**config.mk**
```make
export PLATFORM = sky130hd
export DESIGN_NAME = oaht_seq
export DESIGN_NICKNAME = d
export VERILOG_FILES = /design/src/sv/oaht_pkg.sv /design/src/sv/oaht_seq.sv
export SDC_FILE = /design/constraint.sdc
export NUM_CORES = 1
export LEC_CHECK = 0
export BUFFER_PORTS_ARGS = -buffer_cell sky130_fd_sc_hd__buf_2
export CAP_MARGIN = 5
export CORE_AREA = 2 2 177 179
export DETAILED_ROUTE_END_ITERATION = 8
export DIE_AREA = 0 0 179 181
export MAX_ROUTING_LAYER = met4
export PLACE_DENSITY_LB_ADDON = 0.1
export SETUP_SLACK_MARGIN = 0.2
export SYNTH_ARGS = -nofsm -noshare
export SYNTH_HDL_FRONTEND = slang
export SYNTH_SLANG_ARGS = --single-unit
```
**constraint.sdc**
```tcl
create_clock -name clk -period 5.5 [get_ports clk]
set_clock_uncertainty 0.15 [all_clocks]
set_input_delay 0.275 -clock clk [delete_from_list [all_inputs] [get_ports clk]]
set_output_delay 0.275 -clock clk [all_outputs]
set_load 0.005 [all_outputs]
```
**src/sv/oaht_pkg.sv**
```systemverilog
package oaht_pkg;

	localparam int KEY_BITS        = 32;
	localparam int VALUE_BITS      = 32;
	localparam int LIVE_BITS       = 11;
	localparam int CFG_BITS        = 4;
	localparam int TABLE_SLOTS_DEF = 1024;
	localparam int MIN_LOG2        = 3;
	localparam int PERTURB_SHIFT   = 5;
	localparam int PROBE_EXTRA     = 16;

	localparam logic [CFG_BITS-1:0] CFG_RESET = 4'd10;

	localparam logic [1:0] OP_INSERT = 2'd1;
	localparam logic [1:0] OP_DELETE = 2'd2;

	localparam logic STATUS_DONE = 1'b0;
	localparam logic STATUS_FULL = 1'b1;

	typedef enum logic [1:0] {
		SLOT_EMPTY,
		SLOT_LIVE,
		SLOT_DEL
	} slot_st_t;

	typedef struct packed {
		slot_st_t               st;
		logic [KEY_BITS-1:0]    key;
		logic [VALUE_BITS-1:0]  value;
	} slot_t;

	typedef struct packed {
		logic [1:0]             opcode;
		logic [KEY_BITS-1:0]    key;
		logic [VALUE_BITS-1:0]  new_value;
	} cmd_t;

	typedef struct packed {
		logic                   found;
		logic [VALUE_BITS-1:0]  prior_value;
		logic                   status;
		logic [LIVE_BITS-1:0]   live_count;
		logic                   load_high;
	} rsp_t;

	typedef enum logic [1:0] {
		ST_CLEAR,
		ST_IDLE,
		ST_PROBE
	} seq_state_t;

	function automatic logic [KEY_BITS-1:0] key_hash(input logic [KEY_BITS-1:0] k);
		if (k == '0 || k == '1) begin
			return {{(KEY_BITS-1){1'b1}}, 1'b0};
		end
		return k;
	endfunction

endpackage

```
**src/sv/oaht_seq.sv**
```systemverilog
module oaht_seq #(
	parameter int TABLE_SLOTS = oaht_pkg::TABLE_SLOTS_DEF
) (
	input  logic                                clk,
	input  logic                                arst_n,
	input  logic                                start,
	output logic                                busy,
	input  oaht_pkg::cmd_t                      cmd,
	input  logic [$clog2(TABLE_SLOTS)-1:0]      mask,
	output logic                                done,
	output oaht_pkg::rsp_t                      rsp,
	output logic [$clog2(TABLE_SLOTS)-1:0]      rd_addr,
	input  logic [$bits(oaht_pkg::slot_t)-1:0]  rd_data,
	output logic                                wr_en,
	output logic [$clog2(TABLE_SLOTS)-1:0]      wr_addr,
	output logic [$bits(oaht_pkg::slot_t)-1:0]  wr_data
);

	localparam int IDX_W = $clog2(TABLE_SLOTS);
	localparam int CNT_W = IDX_W + 1;
	localparam int LD_W  = CNT_W + 2;
	localparam int N_W   = $clog2(TABLE_SLOTS + oaht_pkg::PROBE_EXTRA + 1);

	oaht_pkg::seq_state_t state_q, state_d;

	logic [IDX_W-1:0]               clr_addr_q;
	logic [1:0]                     op_q;
	logic [oaht_pkg::KEY_BITS-1:0]  key_q;
	logic [oaht_pkg::VALUE_BITS-1:0] val_q;
	logic [IDX_W-1:0]               ix_q;
	logic [oaht_pkg::KEY_BITS-1:0]  perturb_q;
	logic [N_W-1:0]                 n_q;
	logic                           have_tomb_q;
	logic [IDX_W-1:0]               tomb_slot_q;
	logic [CNT_W-1:0]               used_q, used_d;
	logic [CNT_W-1:0]               tomb_cnt_q, tomb_d;
	logic                           done_q;
	oaht_pkg::rsp_t                 rsp_q;

	oaht_pkg::slot_t                rd_slot, wr_slot;
	logic [oaht_pkg::KEY_BITS-1:0]  hash_in, perturb_n;
	logic [IDX_W-1:0]               cur, ix_n, tomb_at;
	logic                           match, empty, deleted, exhausted, term, tomb_now;
	logic                           accept, fin, found_d, status_d;
	logic [CNT_W-1:0]               live_d;

	assign rd_slot   = oaht_pkg::slot_t'(rd_data);
	assign hash_in   = oaht_pkg::key_hash(cmd.key);
	assign cur       = ix_q & mask;
	assign match     = (rd_slot.st == oaht_pkg::SLOT_LIVE) && (rd_slot.key == key_q);
	assign empty     = rd_slot.st == oaht_pkg::SLOT_EMPTY;
	assign deleted   = rd_slot.st == oaht_pkg::SLOT_DEL;
	assign exhausted = n_q == (N_W'(mask) + N_W'(oaht_pkg::PROBE_EXTRA));
	assign term      = match | empty | exhausted;
	assign tomb_now  = have_tomb_q | deleted;
	assign tomb_at   = have_tomb_q ? tomb_slot_q : cur;
	assign perturb_n = perturb_q >> oaht_pkg::PERTURB_SHIFT;
	assign ix_n      = IDX_W'(1) + (ix_q << 2) + ix_q + perturb_n[IDX_W-1:0];

	// sequencer: clear sweep, idle, one probe per cycle
	always_comb begin
		state_d  = state_q;
		accept   = 1'b0;
		fin      = 1'b0;
		wr_en    = 1'b0;
		wr_addr  = cur;
		wr_slot  = '{st: oaht_pkg::SLOT_LIVE, key: key_q, value: val_q};
		rd_addr  = ix_n & mask;
		used_d   = used_q;
		tomb_d   = tomb_cnt_q;
		found_d  = 1'b0;
		status_d = oaht_pkg::STATUS_DONE;
		unique case (state_q)
			oaht_pkg::ST_CLEAR: begin
				wr_en   = 1'b1;
				wr_addr = clr_addr_q;
				wr_slot = '{st: oaht_pkg::SLOT_EMPTY, key: '0, value: '0};
				if (clr_addr_q == IDX_W'(TABLE_SLOTS - 1)) begin
					state_d = oaht_pkg::ST_IDLE;
				end
			end
			oaht_pkg::ST_IDLE: begin
				rd_addr = hash_in[IDX_W-1:0] & mask;
				if (start) begin
					accept  = 1'b1;
					state_d = oaht_pkg::ST_PROBE;
				end
			end
			oaht_pkg::ST_PROBE: begin
				if (term) begin
					fin     = 1'b1;
					found_d = match;
					state_d = oaht_pkg::ST_IDLE;
					if (op_q == oaht_pkg::OP_INSERT) begin
						priority if (match) begin
							wr_en = 1'b1;
						end else if (tomb_now) begin
							wr_en   = 1'b1;
							wr_addr = tomb_at;
							if (tomb_cnt_q != '0) begin
								tomb_d = tomb_cnt_q - CNT_W'(1);
							end
						end else if (empty && used_q < CNT_W'(mask)) begin
							wr_en  = 1'b1;
							used_d = used_q + CNT_W'(1);
						end else begin
							status_d = oaht_pkg::STATUS_FULL;
						end
					end else if (op_q == oaht_pkg::OP_DELETE && match) begin
						wr_en      = 1'b1;
						wr_slot.st = oaht_pkg::SLOT_DEL;
						tomb_d     = tomb_cnt_q + CNT_W'(1);
					end
				end
			end
			default: begin
				state_d = oaht_pkg::ST_IDLE;
			end
		endcase
	end

	assign wr_data = wr_slot;
	assign live_d  = used_d - tomb_d;

	always_ff @(posedge clk or negedge arst_n) begin
		if (!arst_n) begin
			state_q <= oaht_pkg::ST_CLEAR;
		end else begin
			state_q <= state_d;
		end
	end

	always_ff @(posedge clk or negedge arst_n) begin
		if (!arst_n) begin
			clr_addr_q  <= '0;
			n_q         <= '0;
			have_tomb_q <= 1'b0;
			used_q      <= '0;
			tomb_cnt_q  <= '0;
			done_q      <= 1'b0;
		end else begin
			done_q <= fin;
			if (state_q == oaht_pkg::ST_CLEAR) begin
				clr_addr_q <= clr_addr_q + IDX_W'(1);
			end
			if (accept) begin
				n_q         <= '0;
				have_tomb_q <= 1'b0;
			end else if (state_q == oaht_pkg::ST_PROBE && !term) begin
				n_q <= n_q + N_W'(1);
				if (deleted) begin
					have_tomb_q <= 1'b1;
				end
			end
			if (fin) begin
				used_q     <= used_d;
				tomb_cnt_q <= tomb_d;
			end
		end
	end

	// transaction payload and probe walk
	always_ff @(posedge clk) begin
		if (accept) begin
			op_q      <= cmd.opcode;
			key_q     <= cmd.key;
			val_q     <= cmd.new_value;
			ix_q      <= hash_in[IDX_W-1:0];
			perturb_q <= hash_in;
		end else if (state_q == oaht_pkg::ST_PROBE && !term) begin
			ix_q      <= ix_n;
			perturb_q <= perturb_n;
			if (deleted && !have_tomb_q) begin
				tomb_slot_q <= cur;
			end
		end
		if (fin) begin
			rsp_q.found       <= found_d;
			rsp_q.prior_value <= match ? rd_slot.value : '0;
			rsp_q.status      <= status_d;
			rsp_q.live_count  <= oaht_pkg::LIVE_BITS'(live_d);
			rsp_q.load_high   <= (LD_W'(used_d) + LD_W'({used_d, 1'b0}))
				>= LD_W'({mask, 1'b0});
		end
	end

	assign busy = state_q != oaht_pkg::ST_IDLE;
	assign done = done_q;
	assign rsp  = rsp_q;

`ifndef ASSERT_OFF
	a_done_after_probe: assert property (@(posedge clk) disable iff (!arst_n)
		done_q |-> $past(state_q == oaht_pkg::ST_PROBE))
		else $error("result strobe without a finished probe");

	a_tomb_le_used: assert property (@(posedge clk) disable iff (!arst_n)
		tomb_cnt_q <= used_q)
		else $error("tombstone count exceeds used slots");

	a_full_not_found: assert property (@(posedge clk) disable iff (!arst_n)
		(done_q && rsp_q.status == oaht_pkg::STATUS_FULL) |-> !rsp_q.found)
		else $error("refused insert reports a hit");

	a_start_probes: assert property (@(posedge clk) disable iff (!arst_n)
		(state_q == oaht_pkg::ST_IDLE && start) |=> (state_q == oaht_pkg::ST_PROBE))
		else $error("accepted transaction did not start probing");

	a_counts_stable: assert property (@(posedge clk) disable iff (!arst_n)
		(state_q != oaht_pkg::ST_PROBE) |=> ($stable(used_q) && $stable(tomb_cnt_q)))
		else $error("slot counters changed outside a probe");
`endif

endmodule

```
Word level (Yosys, flattened, before mapping)

Index checks and enable logic that the tools add are counted.

Flip-flop bits (word level): 211
Bits of input ports: 145
Output and inout port bits: 135
Word-level logic and storage cells: 127

Add/sub/neg operators: 11
Order comparisons: 2
Equality and inequality tests: 14
Multiplexer cells: 53
Bitwise logic cells: 10
Reductions and logical operators: 19

Operator list:

| kind                  | number |
|---|---|
| $mux 11               | 15 |
| $mux 32               | 4 |
| $mux 10               | 8 |
| $mux 64               | 1 |
| $add 11x1->11 const B | 3 |
| $eq 32x32->1          | 1 |
| $eq 32x32->1 const B  | 1 |
| $logic_not 32->1      | 1 |
| $and 10x10->10        | 3 |
| $add 10x10->10        | 2 |
| $pmux 10 s2           | 1 |
| $mux 1                | 15 |
| $add 11x12->13        | 1 |
| $ge 13x11->1          | 1 |
| $mux 2                | 6 |
| $add 10x5->11 const B | 1 |
| $eq 11x11->1          | 1 |
| $lt 11x10->1          | 1 |
| $reduce_bool 11->1    | 1 |
| $sub 11x1->11 const B | 1 |
| $sub 11x11->11        | 1 |
| $add 1x10->10 const A | 1 |
| $add 10x1->10 const B | 1 |
| $eq 10x10->1 const B  | 1 |
| other kinds (17)      | 37 |

Longest topological paths before layout

Word-level depth: 10
Depth in mapped cells: 25
Mapped depth without buffers: 24

Worst setup path after synthesis

OpenSTA, ideal clock, no wires.

Path kind: input -> register
From: in mask[6]
To: reg rsp_q, in the netlist rsp[0] (data pin)
Library setup time: 0.137 ns
Arrival time: 4.544 ns
Slack: 0.669 ns
Stages on the path: 24
Buffers on the path: 1
Path through: buf_2 inv_1 ha_1 a21o_1 a21oi_1 o21ai_0 a21o_1 a21oi_2 nand3_2 nor2_1 nand2_1 xnor2_1 ha_1 a21oi_1 o21ai_0 a21oi_1 o21ai_0 a31oi_1 nor2b_1 o31a_1 ha_1 nand4_1 or4_1 nand4_1

Cells in the longest elaborated chain, start to end: 10
Elaborated cells between the ends (all ways): 13

RTL lines:

| what               | line            | text |
|---|---|---|
| start: declaration | oaht_seq.sv:9   | `input logic [$clog2(TABLE_SLOTS)-1:0] mask,` |
| $lt 11x10->1       | oaht_seq.sv:103 | `end else if (empty && used_q < CNT_W'(mask)) begin` |
| $logic_and 1x1->1  | oaht_seq.sv:103 |  |
| $mux 11            | oaht_seq.sv:103 |  |
| $mux 11            | oaht_seq.sv:97  | `end else if (tomb_now) begin` |
| $mux 11            | oaht_seq.sv:95  | `priority if (match) begin` |
| $mux 11            | oaht_seq.sv:94  | `if (op_q == oaht_pkg::OP_INSERT) begin` |
| $mux 11 (*)        | oaht_seq.sv:90  | `if (term) begin` |
| $mux 11 (*)        | oaht_seq.sv:73  | `unique case (state_q)` |
| via used_d[3]      | oaht_seq.sv:35  | `logic [CNT_W-1:0] used_q, used_d;` |
| $add 11x12->13 (*) | oaht_seq.sv:182 | `rsp_q.load_high <= (LD_W'(used_d) + LD_W'({used_d, 1'b0}))` |
| $ge 13x11->1 (*)   | oaht_seq.sv:183 | `>= LD_W'({mask, 1'b0});` |
| end: declaration   | oaht_seq.sv:38  | `oaht_pkg::rsp_t rsp_q;` |

The timed path passes the listed nets; every way through them passes the cells marked *.
A chain may end at the register's enable or synchronous reset.

Final worst setup path

From: reg key_q[1] in the netlist's numbering
To: reg rsp_q, in the netlist rsp[0] (data pin)

Cells in the longest elaborated chain, start to end: 8
Elaborated cells between the ends (all ways): 10

RTL lines:

| what                                         | line                           | text |
|---|---|---|
| start: declaration                           | oaht_seq.sv:28                 | `logic [oaht_pkg::KEY_BITS-1:0] key_q;` |
| start signal: assignment                     | oaht_seq.sv:166                | `key_q <= cmd.key;` |
| $eq 32x32->1 (*)                             | oaht_seq.sv:50                 | `assign match = (rd_slot.st == oaht_pkg::SLOT_LIVE) && (rd_slot.key == key_q);` |
| $logic_and 1x1->1 (*)                        | oaht_seq.sv:50                 |  |
| $mux 11 / $or 1x1->1 (equally long branches) | oaht_seq.sv:95, oaht_seq.sv:54 |  |
| $mux 11 / $or 1x1->1 (equally long branches) | oaht_seq.sv:94, oaht_seq.sv:54 |  |
| $mux 11 (*)                                  | oaht_seq.sv:90                 |  |
| $mux 11 (*)                                  | oaht_seq.sv:73                 |  |
| via used_d[1]                                | oaht_seq.sv:35                 |  |
| $add 11x12->13 (*)                           | oaht_seq.sv:182                |  |
| $ge 13x11->1 (*)                             | oaht_seq.sv:183                |  |

Marked as above.

==> results.md <==
Yosys:
- The most frequently used cell type in the post-synthesis netlist is edfxtp_1.
- The share of Yosys cell area claimed by the top area cell type is 40.8%.
- By area the synthesized netlist is led by edfxtp_1 41%, dfrtp_1 10%, ha_1 6.2%.
- Ranked by instance count, the synthesized netlist is headed by 159 x edfxtp_1, 104 x and2_1, 102 x nand2_1.
- The cell taking the most area after synthesis is edfxtp_1.
- Counting every net in the synthesized netlist gives 1313.
- The part of the Yosys area used for sequential elements is 50.8%.
- The gate count after technology mapping is 1100.
- The number of enable flip-flop cells after synthesis is 159.
- The Yosys step of the flow raised 0 warnings.
- A synthesized cell averages 10.6 um2.
- For this run, the leading register cell type out of synthesis is edfxtp_1.
- The async set-or-reset flop fraction in the synthesized netlist is 22.8%.
- The number of flip-flops and latches in the synthesized netlist is 206.
- The cell area after synthesis is 11700 um2.
- The number of different library cells in the post-synthesis netlist is 66.

Worst setup path:
- The cell that appears most often on the critical path is nand4_1.
- The type of the worst setup path is register to register.
- At the worst endpoint, the arrival time is 5.17 ns.
- The kind of launch point of the worst setup path is a register.
- At the worst endpoint, the required time is 5.74 ns.
- Walking the worst path, the cells encountered are xor2_1, nor4_2, nand4_1, nor3_4, nor2_2, nand3_4, mux2_4, ha_1, a21o_1, a21oi_2, o21ai_1, a21oi_2, o21ai_0, a31oi_1, nor2b_1, o31a_1, ha_1, nand4_1, or4_1, nand4_1.
- In this run the worst path has a maximum fanout of 6.
- The slowest stage of the critical path belongs to the cell or4_1.
- The capturing element type of the critical path is a register.
- The biggest cell delay along the critical path is 0.47 ns.

Route:
- The pre-antenna-repair detailed-routing pass consisted of 5 iterations.
- The detailed-route via count is 9644.
- The number of DRC violations after detailed-routing iteration 0 is 651.
- The count of unresolved DRC violations after routing is 0.
- In the final routed layout, each cell accounts on average for 18.9 um.
- In this run the remaining antenna-violating nets after routing total 0.
- After detailed routing, the number of vias per cell comes to 5.05.
- The routed design has 36000 um of wire.

GRT:
- The initial antenna violation count came to 0.
- The total overflow left after global routing is 0.
- The via count of the first global-routing pass is 9693.
- For this run, the total global-route usage over all layers was measured as 22.8%.
- The maximum number of pins on one net before global-route repair is 71.
- The first-pass GRT wire length is 55200 um.

Timing:
- The post-route fraction of the period consumed by the critical path is 89.6%.
- The final period demand of the worst path is 4.93 ns.
- Setup violations remaining at the end of the flow were counted as 0.
- The relative max-transition margin is 43.9%.
- Setup repair after global routing left no endpoint under its margin.
- The minimum hold slack is 0.0458 ns.
- The upper clock frequency limit is 0.203 GHz.
- The count of final max-slew check failures is 0.
- The final-layout setup total negative slack is 0 ns.
- The final hold violation count was 0.
- The actual slew at the worst max-slew pin is 0.841 ns.

Final layout:
- The finished cells cover 15600 um2.
- The layout net count is 1709.
- In the final layout, the share of cells above drive strength 1 is 25.9%.
- 0 antenna diodes ended up in the layout.
- The area added between synthesis and finish is 33.1%.

Status:
- The flow ran to the end, and the final reports show no timing, DRC or antenna violations.

Clock tree:
- The CTS buffer count is 25.
- After clock tree synthesis, the clock-pin slew on the worst setup and hold paths is 0.06 ns.
- Counting along the longest clock path gives a buffer depth of 3.
- CTS saw 206 sinks.
- The library cell used as clock root buffer is clkbuf_16.
- The later pin in the worst-skew pair is clocked with a latency of 0.55 ns.
- In this run the number of H-tree levels came out at 1.
- The TritonCTS clock tree is built.

Floorplanning:
- The floorplan step set the die width to 179 um.
- The die height is 181 um.
- The floorplan has 64 rows.
- During I/O placement, the number of pins put on the boundary was 280.
- The floorplan step defined a die boundary enclosing 32400 um2.
- Once the floorplan was initialized, standard cells occupied 38.6% of the core.
- The standard cell core area is 30300 um2.

Placed design:
- The HPWL after detailed placement is 26400 um.
- The number of buffer cells added on primary ports is 279.
- Routability-driven placement finished with a final weighted congestion of 0.857.
- The total cell area at the placement stage is 13600 um2.

Flow run:
- The count of maximum capacitance violations is 0.

Min path:
- The tightest min-delay check is of the primary input to register type.

Power and ir drop:
- In this run the power density over the cells is 473 nW/um2.
- The design draws 7380 uW.
- The largest vdd supply drop is 0.376 mV.
- The analysis attributes to cell leakage a power of 0.00686 uW.
==> final timing paths <==
kind | from | endpoint | slack [ns] | cells after the start
min in group asynchronous | arst_n | used_q[1]$_DFFE_PN0P_ | 0.27 | 3
max | key_q[1]$_DFFE_PP_ | rsp[0]$_DFFE_PP_ | 0.57 | 20
min reg2reg | perturb_q[26]$_DFFE_PP_ | perturb_q[21]$_DFFE_PP_ | 0.35 | 2
min | rd_data[65] | have_tomb_q$_DFFE_PN0P_ | 0.05 | 4
max in group asynchronous | arst_n | n_q[7]$_DFFE_PN0P_ | 4.46 | 3
max reg2reg | key_q[1]$_DFFE_PP_ | rsp[0]$_DFFE_PP_ | 0.57 | 20
==> where the power goes <==
| group | internal, uW | leakage [uW] | switching [uW] | total [uW] |
|---|---|---|---|---|
| registers | 2190 | 0.00213 | 250 | 2440 |
| clock network | 984 | 0.000408 | 700 | 1680 |
| logic | 1370 | 0.00433 | 1890 | 3260 |
| total | 4540 | 0.00686 | 2840 | 7380 |
==> state kept, by name (all words and copies together) (netlist names), 10 cells and up <==
name,flops
val_q,32
n_q,11
rsp,46
used_q,11
key_q,32
tomb_slot_q,10
clr_addr_q,10
tomb_cnt_q,11
perturb_q,27
ix_q,10
==> through the flow <==
step | util [%] | std cells | setup slack [ns]
after detailed placement | 44.9 | 1760 | 0.268
after global routing | 51.4 | 1911 | 0.188
after floorplan | - | 1100 | 0.669
after CTS | 51.0 | 1908 | 0.332
after global placement | 44.9 | 1760 | 0.358
final | 51.4 | 1911 | 0.573
==> final cells by class <==
| type | instances | area, um2 |
|---|---|---|
| tap | 396 | 495 |
| sequential | 206 | 5950 |
| clock inverter | 19 | 198 |
| clock buffer | 27 | 633 |
| inverter | 60 | 226 |
| fill | 2791 | 14800 |
| multi-input combinational | 797 | 5460 |
| timing repair buffer | 406 | 2630 |
==> routing by layer <==
layer	track usage [%]	vias up	wire length, um
met5	-	-	0
met4	5.17	0	679
met3	2.57	47	2010
met2	37.0	293	17400
met1	30.6	4619	15900
li1	-	4685	-
==> placed cells by master, fill, tap and decap left out, types with 4 or more instances in the layout <==
cell type | Yosys | layout
inv_1 | 53 | 52
or3_1 | 6 | 6
and2_1 | 104 | 104
inv_2 | 7 | 7
clkbuf_16 | 0 | 25
ha_1 | 58 | 58
o21a_1 | 5 | 5
or2_2 | 4 | 4
nand3_1 | 20 | 20
a21oi_2 | 3 | 5
nor4_1 | 25 | 24
buf_4 | 0 | 23
xnor2_1 | 49 | 47
o21ai_0 | 63 | 60
nor2_1 | 66 | 64
fa_1 | 10 | 10
nand2b_1 | 12 | 12
a31oi_1 | 4 | 4
xor2_2 | 4 | 4
dfrtp_1 | 47 | 47
a21o_1 | 10 | 10
a21oi_1 | 46 | 43
nor3_1 | 17 | 16
edfxtp_1 | 159 | 159
o21ai_2 | 2 | 4
o21ai_1 | 18 | 19
dlygate4sd3_1 | 0 | 102
nand2_1 | 102 | 102
and4_1 | 4 | 4
a211oi_1 | 7 | 7
nor2b_1 | 13 | 13
clkinv_2 | 0 | 8
buf_2 | 6 | 279
xor2_1 | 55 | 55
nand4_1 | 30 | 30
and3_1 | 8 | 8
==> worst max-delay path, delay by kind of cell (launching register included) <==
kind,cells,cell delay [ns]
multiplexers,1,0.35
AND/OR/NAND/NOR,9,1.89
XOR/XNOR,1,0.21
flip-flops,1,0.44
adder cells (fa/ha/maj),2,0.59
AO/OA/AOI/OAI,7,1.16
==> kinds of logic (layout without fill, tap and decap cells) <==
logic type	count (synthesis)	count (layout)	share of synthesized area (%)
buffers and inverters	97	512	3.24
multiplexers	7	7	0.748
flip-flops	206	206	50.8
AND/OR/NAND/NOR	436	436	19.9
XOR/XNOR	108	108	8.33
adder cells (fa/ha/maj)	68	68	7.90
AO/OA/AOI/OAI	178	178	9.04
==> repair_timing <==
item	4_1_cts	5_1_grt
gates resized for setup	0	21
buffers inserted	0	3
setup endpoints to repair	0	3
endpoints found under the hold margin	170	0
hold buffers	102	0
Note: power is estimated with default switching activity, not from simulation.
